[src/rtl/efd_pkg.sv]
`timescale 1ns / 1ps

package efd_pkg;

   localparam int MAX_PAYLOAD_DEFAULT = 32;
   localparam int STORE_DEPTH = 10;

   localparam logic [7:0] HEAD1_BYTE  = 8'hAA;
   localparam logic [7:0] HEAD2_BYTE  = 8'h55;
   localparam logic [7:0] ESC_BYTE    = 8'hA5;
   localparam logic [7:0] ESC_CODE_AA = 8'h01;
   localparam logic [7:0] ESC_CODE_55 = 8'h02;
   localparam logic [7:0] ESC_CODE_A5 = 8'h03;

   typedef logic [7:0] byte_type;

   typedef struct packed {
      logic        status;
      logic [7:0]  start_byte;
      logic [7:0]  direction_bits;
      logic [15:0] speed_m1;
      logic [15:0] speed_m2;
      logic [15:0] speed_m3;
      logic [15:0] speed_m4;
   } result_type;

endpackage

[src/rtl/efd_parser.sv]
`timescale 1ns / 1ps

module efd_parser
   import efd_pkg::*;
#(
   parameter int MAX_PAYLOAD = MAX_PAYLOAD_DEFAULT
) (
   input  logic       clock,
   input  logic       reset,
   input  logic       byte_valid,
   input  byte_type   rx_byte,
   output logic       result_valid,
   output result_type result
);

   localparam int CW = $clog2(MAX_PAYLOAD + 2);

   localparam logic [1:0] PH_HEAD1 = 2'd0;
   localparam logic [1:0] PH_HEAD2 = 2'd1;
   localparam logic [1:0] PH_LEN   = 2'd2;
   localparam logic [1:0] PH_DATA  = 2'd3;

   logic [1:0]    phase_ff, phase_in;
   byte_type      store_ff [STORE_DEPTH];
   byte_type      store_in [STORE_DEPTH];
   logic [CW-1:0] count_ff, count_in;
   logic [CW-1:0] target_ff, target_in;
   logic          esc_ff, esc_in;
   byte_type      sum_ff, sum_in;

   byte_type      data_byte;
   logic          data_ok;
   logic [CW-1:0] count_next;
   logic          done;

   assign count_next = count_ff + CW'(1);

   always_comb begin
      phase_in  = phase_ff;
      store_in  = store_ff;
      count_in  = count_ff;
      target_in = target_ff;
      esc_in    = esc_ff;
      sum_in    = sum_ff;
      data_byte = rx_byte;
      data_ok   = 1'b0;
      done      = 1'b0;
      if (byte_valid) begin
         case (phase_ff)
            PH_HEAD1: begin
               if (rx_byte == HEAD1_BYTE) phase_in = PH_HEAD2;
            end
            PH_HEAD2: begin
               if (rx_byte == HEAD2_BYTE) phase_in = PH_LEN;
               else if (rx_byte != HEAD1_BYTE) phase_in = PH_HEAD1;
            end
            PH_LEN: begin
               if (rx_byte == 8'd0 || {1'b0, rx_byte} > 9'(MAX_PAYLOAD)) begin
                  phase_in = PH_HEAD1;
               end else begin
                  target_in = CW'({1'b0, rx_byte} + 9'd1);
                  count_in  = '0;
                  esc_in    = 1'b0;
                  sum_in    = '0;
                  phase_in  = PH_DATA;
               end
            end
            default: begin
               if (esc_ff) begin
                  esc_in = 1'b0;
                  case (rx_byte)
                     ESC_CODE_AA: begin data_byte = HEAD1_BYTE; data_ok = 1'b1; end
                     ESC_CODE_55: begin data_byte = HEAD2_BYTE; data_ok = 1'b1; end
                     ESC_CODE_A5: begin data_byte = ESC_BYTE;   data_ok = 1'b1; end
                     default:     phase_in = PH_HEAD1;
                  endcase
               end else if (rx_byte == HEAD1_BYTE) begin
                  // bare header byte inside a frame: resync on the second header byte
                  phase_in = PH_HEAD2;
               end else if (rx_byte == ESC_BYTE) begin
                  esc_in = 1'b1;
               end else begin
                  data_ok = 1'b1;
               end
               if (data_ok) begin
                  if (count_ff < CW'(STORE_DEPTH)) store_in[count_ff[3:0]] = data_byte;
                  count_in = count_next;
                  if (count_next < target_ff) begin
                     sum_in = sum_ff + data_byte;
                  end else begin
                     done     = 1'b1;
                     phase_in = PH_HEAD1;
                  end
               end
            end
         endcase
      end
   end

   always_ff @(posedge clock) begin
      if (reset) begin
         phase_ff  <= PH_HEAD1;
         count_ff  <= '0;
         target_ff <= '0;
         esc_ff    <= 1'b0;
         sum_ff    <= '0;
         for (int i = 0; i < STORE_DEPTH; i++) store_ff[i] <= '0;
      end else begin
         phase_ff  <= phase_in;
         count_ff  <= count_in;
         target_ff <= target_in;
         esc_ff    <= esc_in;
         sum_ff    <= sum_in;
         store_ff  <= store_in;
      end
   end

   // fields come from the store as it stands after this byte is written
   always_comb begin
      result_valid = done;
      if (sum_ff != data_byte) begin
         result        = '0;
         result.status = 1'b1;
      end else begin
         result.status         = 1'b0;
         result.start_byte     = store_in[0];
         result.direction_bits = store_in[1];
         result.speed_m1       = {store_in[3], store_in[2]};
         result.speed_m2       = {store_in[5], store_in[4]};
         result.speed_m3       = {store_in[7], store_in[6]};
         result.speed_m4       = {store_in[9], store_in[8]};
      end
   end

endmodule

[src/rtl/efd_out_reg.sv]
`timescale 1ns / 1ps

module efd_out_reg
   import efd_pkg::*;
(
   input  logic       clock,
   input  logic       reset,
   input  logic       load,
   input  result_type load_data,
   output logic       can_take,
   output logic       out_valid,
   input  logic       out_ready,
   output result_type out_data
);

   logic       valid_ff, valid_in;
   result_type data_ff;

   assign can_take  = !valid_ff || out_ready;
   assign valid_in  = load ? 1'b1 : (valid_ff && !out_ready);
   assign out_valid = valid_ff;
   assign out_data  = data_ff;

   always_ff @(posedge clock) begin
      if (reset) begin
         valid_ff <= 1'b0;
      end else begin
         valid_ff <= valid_in;
      end
   end

   always_ff @(posedge clock) begin
      if (load) data_ff <= load_data;
   end

endmodule

[src/rtl/escaped_frame_deframer_core.sv]
`timescale 1ns / 1ps

// channel | ports                        | direction
// --------+------------------------------+----------
// req     | req_valid req_ready req_rx_byte | in
// rsp     | rsp_valid rsp_ready rsp_status rsp_start_byte
//         | rsp_direction_bits rsp_speed_m1..rsp_speed_m4 | out
//
// one byte per cycle sustained while no held result stalls the parser; a byte is held
// in the input register, and the parser updates its state and loads the result register
// as it takes that byte, so a frame result is registered behind its checksum byte.
// reset clears the parser state and the ten byte store at once.
// a held result stalls the parser only while it is not taken; rsp_ready low backs up
// through the input register to req_ready.

module escaped_frame_deframer_core
   import efd_pkg::*;
#(
   parameter int MAX_PAYLOAD = MAX_PAYLOAD_DEFAULT
) (
   input  logic        clock,
   input  logic        reset,
   input  logic        req_valid,
   output logic        req_ready,
   input  logic [7:0]  req_rx_byte,
   output logic        rsp_valid,
   input  logic        rsp_ready,
   output logic        rsp_status,
   output logic [7:0]  rsp_start_byte,
   output logic [7:0]  rsp_direction_bits,
   output logic [15:0] rsp_speed_m1,
   output logic [15:0] rsp_speed_m2,
   output logic [15:0] rsp_speed_m3,
   output logic [15:0] rsp_speed_m4
);

   logic       in_valid_ff, in_valid_in;
   byte_type   in_byte_ff;
   logic       advance;
   logic       can_take;
   logic       res_valid;
   result_type res_data;
   result_type out_data;

   assign advance     = in_valid_ff && can_take;
   assign req_ready   = !in_valid_ff || advance;
   assign in_valid_in = req_ready ? req_valid : in_valid_ff;

   always_ff @(posedge clock) begin
      if (reset) begin
         in_valid_ff <= 1'b0;
      end else begin
         in_valid_ff <= in_valid_in;
      end
   end

   always_ff @(posedge clock) begin
      if (req_valid && req_ready) in_byte_ff <= req_rx_byte;
   end

   efd_parser #(
      .MAX_PAYLOAD(MAX_PAYLOAD)
   ) u_parser (
      .clock       (clock),
      .reset       (reset),
      .byte_valid  (advance),
      .rx_byte     (in_byte_ff),
      .result_valid(res_valid),
      .result      (res_data)
   );

   efd_out_reg u_out_reg (
      .clock    (clock),
      .reset    (reset),
      .load     (res_valid),
      .load_data(res_data),
      .can_take (can_take),
      .out_valid(rsp_valid),
      .out_ready(rsp_ready),
      .out_data (out_data)
   );

   assign rsp_status         = out_data.status;
   assign rsp_start_byte     = out_data.start_byte;
   assign rsp_direction_bits = out_data.direction_bits;
   assign rsp_speed_m1       = out_data.speed_m1;
   assign rsp_speed_m2       = out_data.speed_m2;
   assign rsp_speed_m3       = out_data.speed_m3;
   assign rsp_speed_m4       = out_data.speed_m4;

endmodule
[config.mk]
export PLATFORM = sky130hd
export DESIGN_NAME = escaped_frame_deframer_core
export DESIGN_NICKNAME = d
export VERILOG_FILES = /design/src/rtl/efd_pkg.sv /design/src/rtl/efd_parser.sv /design/src/rtl/efd_out_reg.sv /design/src/rtl/escaped_frame_deframer_core.sv
export SDC_FILE = /design/constraint.sdc
export NUM_CORES = 1
export LEC_CHECK = 0
export ABC_AREA = 1
export BUFFER_PORTS_ARGS = -buffer_cell sky130_fd_sc_hd__buf_2
export CORE_AREA = 3 3 128 130
export DETAILED_ROUTE_END_ITERATION = 8
export DIE_AREA = 0 0 131 133
export PLACE_DENSITY = 0.85
export SLEW_MARGIN = 20
export SYNTH_ARGS = -nofsm -noshare
export SYNTH_HDL_FRONTEND = slang
export SYNTH_SLANG_ARGS = --single-unit
[constraint.sdc]
create_clock -name clock -period 4.25 [get_ports clock]
set_input_delay 0.85 -clock clock [delete_from_list [all_inputs] [get_ports clock]]
set_output_delay 0.85 -clock clock [all_outputs]
set_load 0.005 [all_outputs]
==> results of run 1 <==
## cells in the final DEF, fill, tap and decap left out, drive strengths merged, types with 2 or more instances in the layout
cell,count
nand2,308
nor2,201
inv,149
dfxtp,105
buf,103
edfxtp,89
a21oi,37
nand3,32
o21ai,29
clkbuf,21
ha,20
xor2,12
nand4,7
clkinv,6
nor3,5
bufinv,4
clkinvlp,4
o211ai,3
nand3b,2
## metrics by stage
step	setup slack [ps]	cells	util	instance area, µm²
2_1_floorplan	540	1034	-	8930
3_3_place_gp	1170	1322	0.628	9580
3_5_place_dp	1090	1322	0.628	9580
4_1_cts	1130	1354	0.668	10200
5_1_grt	884	1354	0.668	10200
6_report	1130	1354	0.668	10200
## logic make-up after synthesis
family	synth area share
AO/OA/AOI/OAI	0.0497
XOR/XNOR	0.0127
adder cells (fa/ha/maj)	0.0303
buffers and inverters	0.0843
flip-flops	0.535
AND/OR/NAND/NOR	0.288
## report_power, final
part | internal (µW) | switching [µW]
registers | 1950 | 12.6
clock network | 993 | 658
logic | 37.9 | 110
## flip-flops by register name, indices dropped and copies added, names as in the netlist, 2 cells and up
name and count:
u_out_reg.out_data 81, in_byte_ff 8, u_parser.target_ff 6, u_parser.store_ff 80, u_parser.count_ff 6, u_parser.phase_ff 2
u_parser.sum_ff 8
## worst max-delay path: stages (launching register included)
cell      delay [ps]
edfxtp_1         500
inv_1            180
ha_1             220
nand2_1           90
a21oi_2          160
nand2_2          130
nand2_1          140
nand2_1          240
fa_1             540
nand3_1           90
nand2_1           90
a21oi_1          140
nor2_1            50
nor2_1           110
xor2_1           150
inv_1             50
nand2_1           50
a21oi_1           60
## metal layers
layer / GRT usage / up-vias / wire length [µm]
li1: - / 3397 / -
met1: 0.280 / 3080 / 8030
met2: 0.381 / 255 / 9330
met3: 0.0509 / 47 / 1190
met4: 0.0851 / 0 / 524
met5: 0 / - / 0
## final cells by class
| cell class | instances | area (µm²) |
|---|---|---|
| fillers | 1183 | 5070 |
| inverters | 152 | 571 |
| flip-flops and latches | 194 | 4770 |
| well taps | 211 | 264 |
| repair buffers | 103 | 563 |
| multi-input cells | 662 | 3400 |
| clock buffers | 21 | 450 |
| clock inverters | 11 | 161 |
## how the worst max path moves through the flow
stage,slack [ps],to,start
final,1130,u_parser.sum_ff[6],in_byte_ff[0]
after global routing,880,u_parser.sum_ff[6],in_byte_ff[0]
after CTS,1130,u_parser.sum_ff[6],in_byte_ff[0]
after detailed placement,1090,u_out_reg.out_data[72],rsp_ready
after global placement,1170,u_out_reg.out_data[17],rsp_ready
after floorplan,540,u_out_reg.out_data[0],u_parser.count_ff[1]
==> flow_summary.yaml, run 1 <==
min_path:
  holdPathEnd: "u_parser.target_ff[0]"
  holdCritPathClass: "reg -> reg"
  hp-start: "u_parser.target_ff[0]"
  min_path_cells: 2
floorplanning:
  rows: 45
  num_io_pins: 95
  dieArea_um2: 17400
  core_um2: 15300
  die_w_um: 131
  initial_core_util: 0.585
  die_h_um: 133
worst_setup_path:
  crit_fanout: 5
  crit_type: "reg -> reg"
  arrival_ps: 3430
  start_kind: "flip-flop"
  critical_path.endpoint_type: "flip-flop"
  worstPathRequired_ps: 4560
  worstRegToRegCells: 17
  r2r-start: "in_byte_ff[0]"
  rr_endpoint: "u_parser.sum_ff[6]"
  ff2ff_setup_slack_ps: 1130
cts:
  postCtsHoldBufs: 0
  numCtsBuffers: 17
  clkLatencyLatePin_ps: 440
  cts_sinks: 194
  h-tree-depth: 4
  cts_tree: "done"
  cts_setup_buffers: 0
  cts_root_buffer: "clkbuf_16"
  clkTransAtPathRegs_ps: 70
  cts_resized: 0
  clockBufferDepth: 2
route:
  drc: 0
  vias: 6779
  initialDrtViolationCount: 552
  wire_per_inst_um: 14.1
  drt-pass1-iter-count: 7
  viasPerCell: 5.01
  drtAntennaViolNets: 0
  wl_um: 19100
final_layout:
  diodes: 0
  final_nets: 1163
  area_growth_pct: 14.1
  drive_gt1_frac: 0.234
placed_design:
  dp_hpwl_um: 13000
  io_buffers: 94
  gp_routability_congestion: 0.895
synthesis:
  yosys-top-cells-area: "edfxtp_1 30%, dfxtp_1 24%, nand2_1 12%"
  synth_cell_types: 35
  synthesis.area_per_instance_um2: 8.64
  synth_area_um2: 8930
  ys_seq_area_frac: 0.535
  yosysTopAreaCell: "edfxtp_1"
  ys_ff_latch: 194
  yosysMostFrequentCell: "nand2_1"
  syn_inst: 1034
  postSynth.asyncResetShare: 0
  synth_commonest_cells: "291 x nand2_1, 143 x inv_1, 111 x nor2_1"
  synth_edf_count: 89
  yosysWarnings: 0
  synth_ff_type: "dfxtp_1"
  syn_nets: 1067
  synth_top_cell_area_share: 0.299
sta:
  slew_headroom: 0.470
  max_freq_mhz: 321
  worstMarginPinSlew_ps: 795
  period_minus_slack_ps: 3120
  report.final.slew_viol_count: 0
  grt_setup_unrepaired: "no"
  fin_tns_setup_ps: 0
  skew_ps: 8.65
  setup_viol: 0
  hold_slack_ps: 470
  timing.final.crit_share: 0.733
  hold_viol_final: 0
outcome:
  run_status: "completed"
global_routing:
  grt_pass1_wl_um: 30900
  overflow: 0
  grt_antenna_before_repair: 0
  grtUsageTotal: 0.226
  grt_max_degree: 58
  grt_pass1_vias: 6490
power_and_ir_drop:
  peakVddDrop_mv: 0.266
  p_leak_uw: 0.00426
  power_density_nw_per_um2: 369
  p_total_uw: 3760
run:
  cap_violations: 0
No activity file was read; power rests on OpenSTA's default activity.
==> inputs of run 2 (changes only) <==
- clock period: 4.25 -> 3.2 ns (I/O delays scaled with it)
==> flow_summary.yaml, run 2 (same netlist as run 1, synthesis figures left out) <==
worst_setup_path:
  worstPathRequired_ps: 3510
  slowest_delay_ps: 490
  worstRegToRegCells: 17
  path_cells: "inv_1, ha_1, nand2_1, a21oi_2, nand2_2, nand2_1, nand2_1, fa_1, nand3_1, nand2_1, a21oi_1, nor2_1, nor2_1, xor2_1, inv_1, nand2_1, a21oi_1"
  path_common_cell: "nand2_1"
  crit_slowest_cell: "edfxtp_1"
  ff2ff_setup_slack_ps: 250
  start_kind: "flip-flop"
  rr_endpoint: "u_parser.sum_ff[6]"
  r2r-start: "in_byte_ff[0]"
  arrival_ps: 3260
  critical_path.endpoint_type: "flip-flop"
  crit_type: "reg -> reg"
  crit_fanout: 5
final_layout:
  final_nets: 1165
  fill_cells: 1153
  area_growth_pct: 14.5
  diodes: 0
  utilization: 0.670
  largest_reg_flops: 81
  layout_common_cells: "291 x nand2_1, 142 x inv_1, 111 x nor2_1, 103 x dfxtp_1, 94 x buf_2"
  drive_gt1_frac: 0.243
  layout_commonest_cell: "nand2_1"
cts:
  cts_sinks: 194
  clkLatencyLatePin_ps: 440
  postCtsHoldBufs: 0
  cts_setup_buffers: 0
  clkTransAtPathRegs_ps: 70
  h-tree-depth: 4
  cts_tree: "done"
  numCtsBuffers: 17
  cts_root_buffer: "clkbuf_16"
  clockBufferDepth: 2
  cts_resized: 0
global_routing:
  grt_pass1_vias: 6678
  grt_max_degree: 82
  grt_antenna_before_repair: 0
  grt_pass1_wl_um: 31100
  overflow: 0
  grtUsageTotal: 0.225
sta:
  max_freq_mhz: 340
  grt_setup_unrepaired: "no"
  period_minus_slack_ps: 2950
  hold_slack_ps: 368
  worstMarginPinSlew_ps: 545
  skew_ps: 10.8
  slew_headroom: 0.635
  fin_tns_setup_ps: 0
  layout_setup_ws_ps: 255
  setup_viol: 0
  timing.final.crit_share: 0.920
  hold_viol_final: 0
  report.final.slew_viol_count: 0
floorplanning:
  die_h_um: 133
  rows: 45
  dieArea_um2: 17400
  initial_core_util: 0.585
  die_w_um: 131
  num_io_pins: 95
  core_um2: 15300
min_path:
  holdPathEnd: "in_byte_ff[3]"
  min_path_cells: 1
  hp-start: "req_rx_byte[3]"
  holdCritPathClass: "in -> reg"
route:
  viasPerCell: 5.04
  initialDrtViolationCount: 696
  drt-pass1-iter-count: 5
  drc: 0
  wl_um: 18800
  drtAntennaViolNets: 0
  vias: 6840
  wire_per_inst_um: 13.9
outcome:
  run_status: "completed"
run:
  cap_violations: 0
power_and_ir_drop:
  power_density_nw_per_um2: 492
  p_total_uw: 5030
  peakVddDrop_mv: 0.368
  p_leak_uw: 0.00428
placed_design:
  dp_hpwl_um: 12800
  io_buffers: 94
  dp_slack_ps: 328
  gp_routability_congestion: 0.901
run 2: area by class of cell:
class / instances / area [µm²] / share of cell area
timing repair buffer: 105 / 578 / 0.0565
clock buffer: 17 / 425 / 0.0416
multi-input combinational: 662 / 3420 / 0.334
sequential: 194 / 4780 / 0.467
tap: 211 / 264 / 0.0258
inverter: 152 / 574 / 0.0561
clock inverter: 15 / 194 / 0.0190
run 2: worst max-delay path by stage:
stage	to	slack [ps]	startpoint	cells after the start
2_1_floorplan	u_out_reg.out_data[0]	3	u_parser.count_ff[2]	13
3_3_place_gp	u_parser.sum_ff[6]	430	in_byte_ff[0]	17
3_5_place_dp	u_parser.sum_ff[6]	330	in_byte_ff[0]	17
4_1_cts	u_parser.sum_ff[6]	290	in_byte_ff[0]	17
5_1_grt	u_parser.sum_ff[6]	10	in_byte_ff[0]	17
6_report	u_parser.sum_ff[6]	250	in_byte_ff[0]	17
run 2: routing by layer:
metal | routed length (µm) | vias up | track usage
li1 | - | 3405 | -
met1 | 7840 | 3172 | 0.284
met2 | 9300 | 212 | 0.369
met3 | 1130 | 51 | 0.0521
met4 | 554 | 0 | 0.0949
met5 | 0 | - | 0
run 2: critical path, delay by kind of cell, from the launching register on:
| family | cells | cell delay [ps] |
|---|---|---|
| xor+xnor | 1 | 150 |
| simple gates | 9 | 910 |
| fa+ha+maj | 2 | 690 |
| compound gates | 3 | 370 |
| flops | 1 | 490 |
| buf+inv | 2 | 220 |
run 2: per-stage QoR:
step           cells  area (µm²)
2_1_floorplan   1034        8960
3_3_place_gp    1324        9610
3_5_place_dp    1324        9610
4_1_cts         1356       10200
5_1_grt         1356       10200
6_report        1356       10200
run 2: where the power goes:
group / switching, µW / internal (µW) / total, µW
combinational: 146 / 51.0 / 197
clock: 978 / 1250 / 2230
sequential: 15.7 / 2590 / 2600
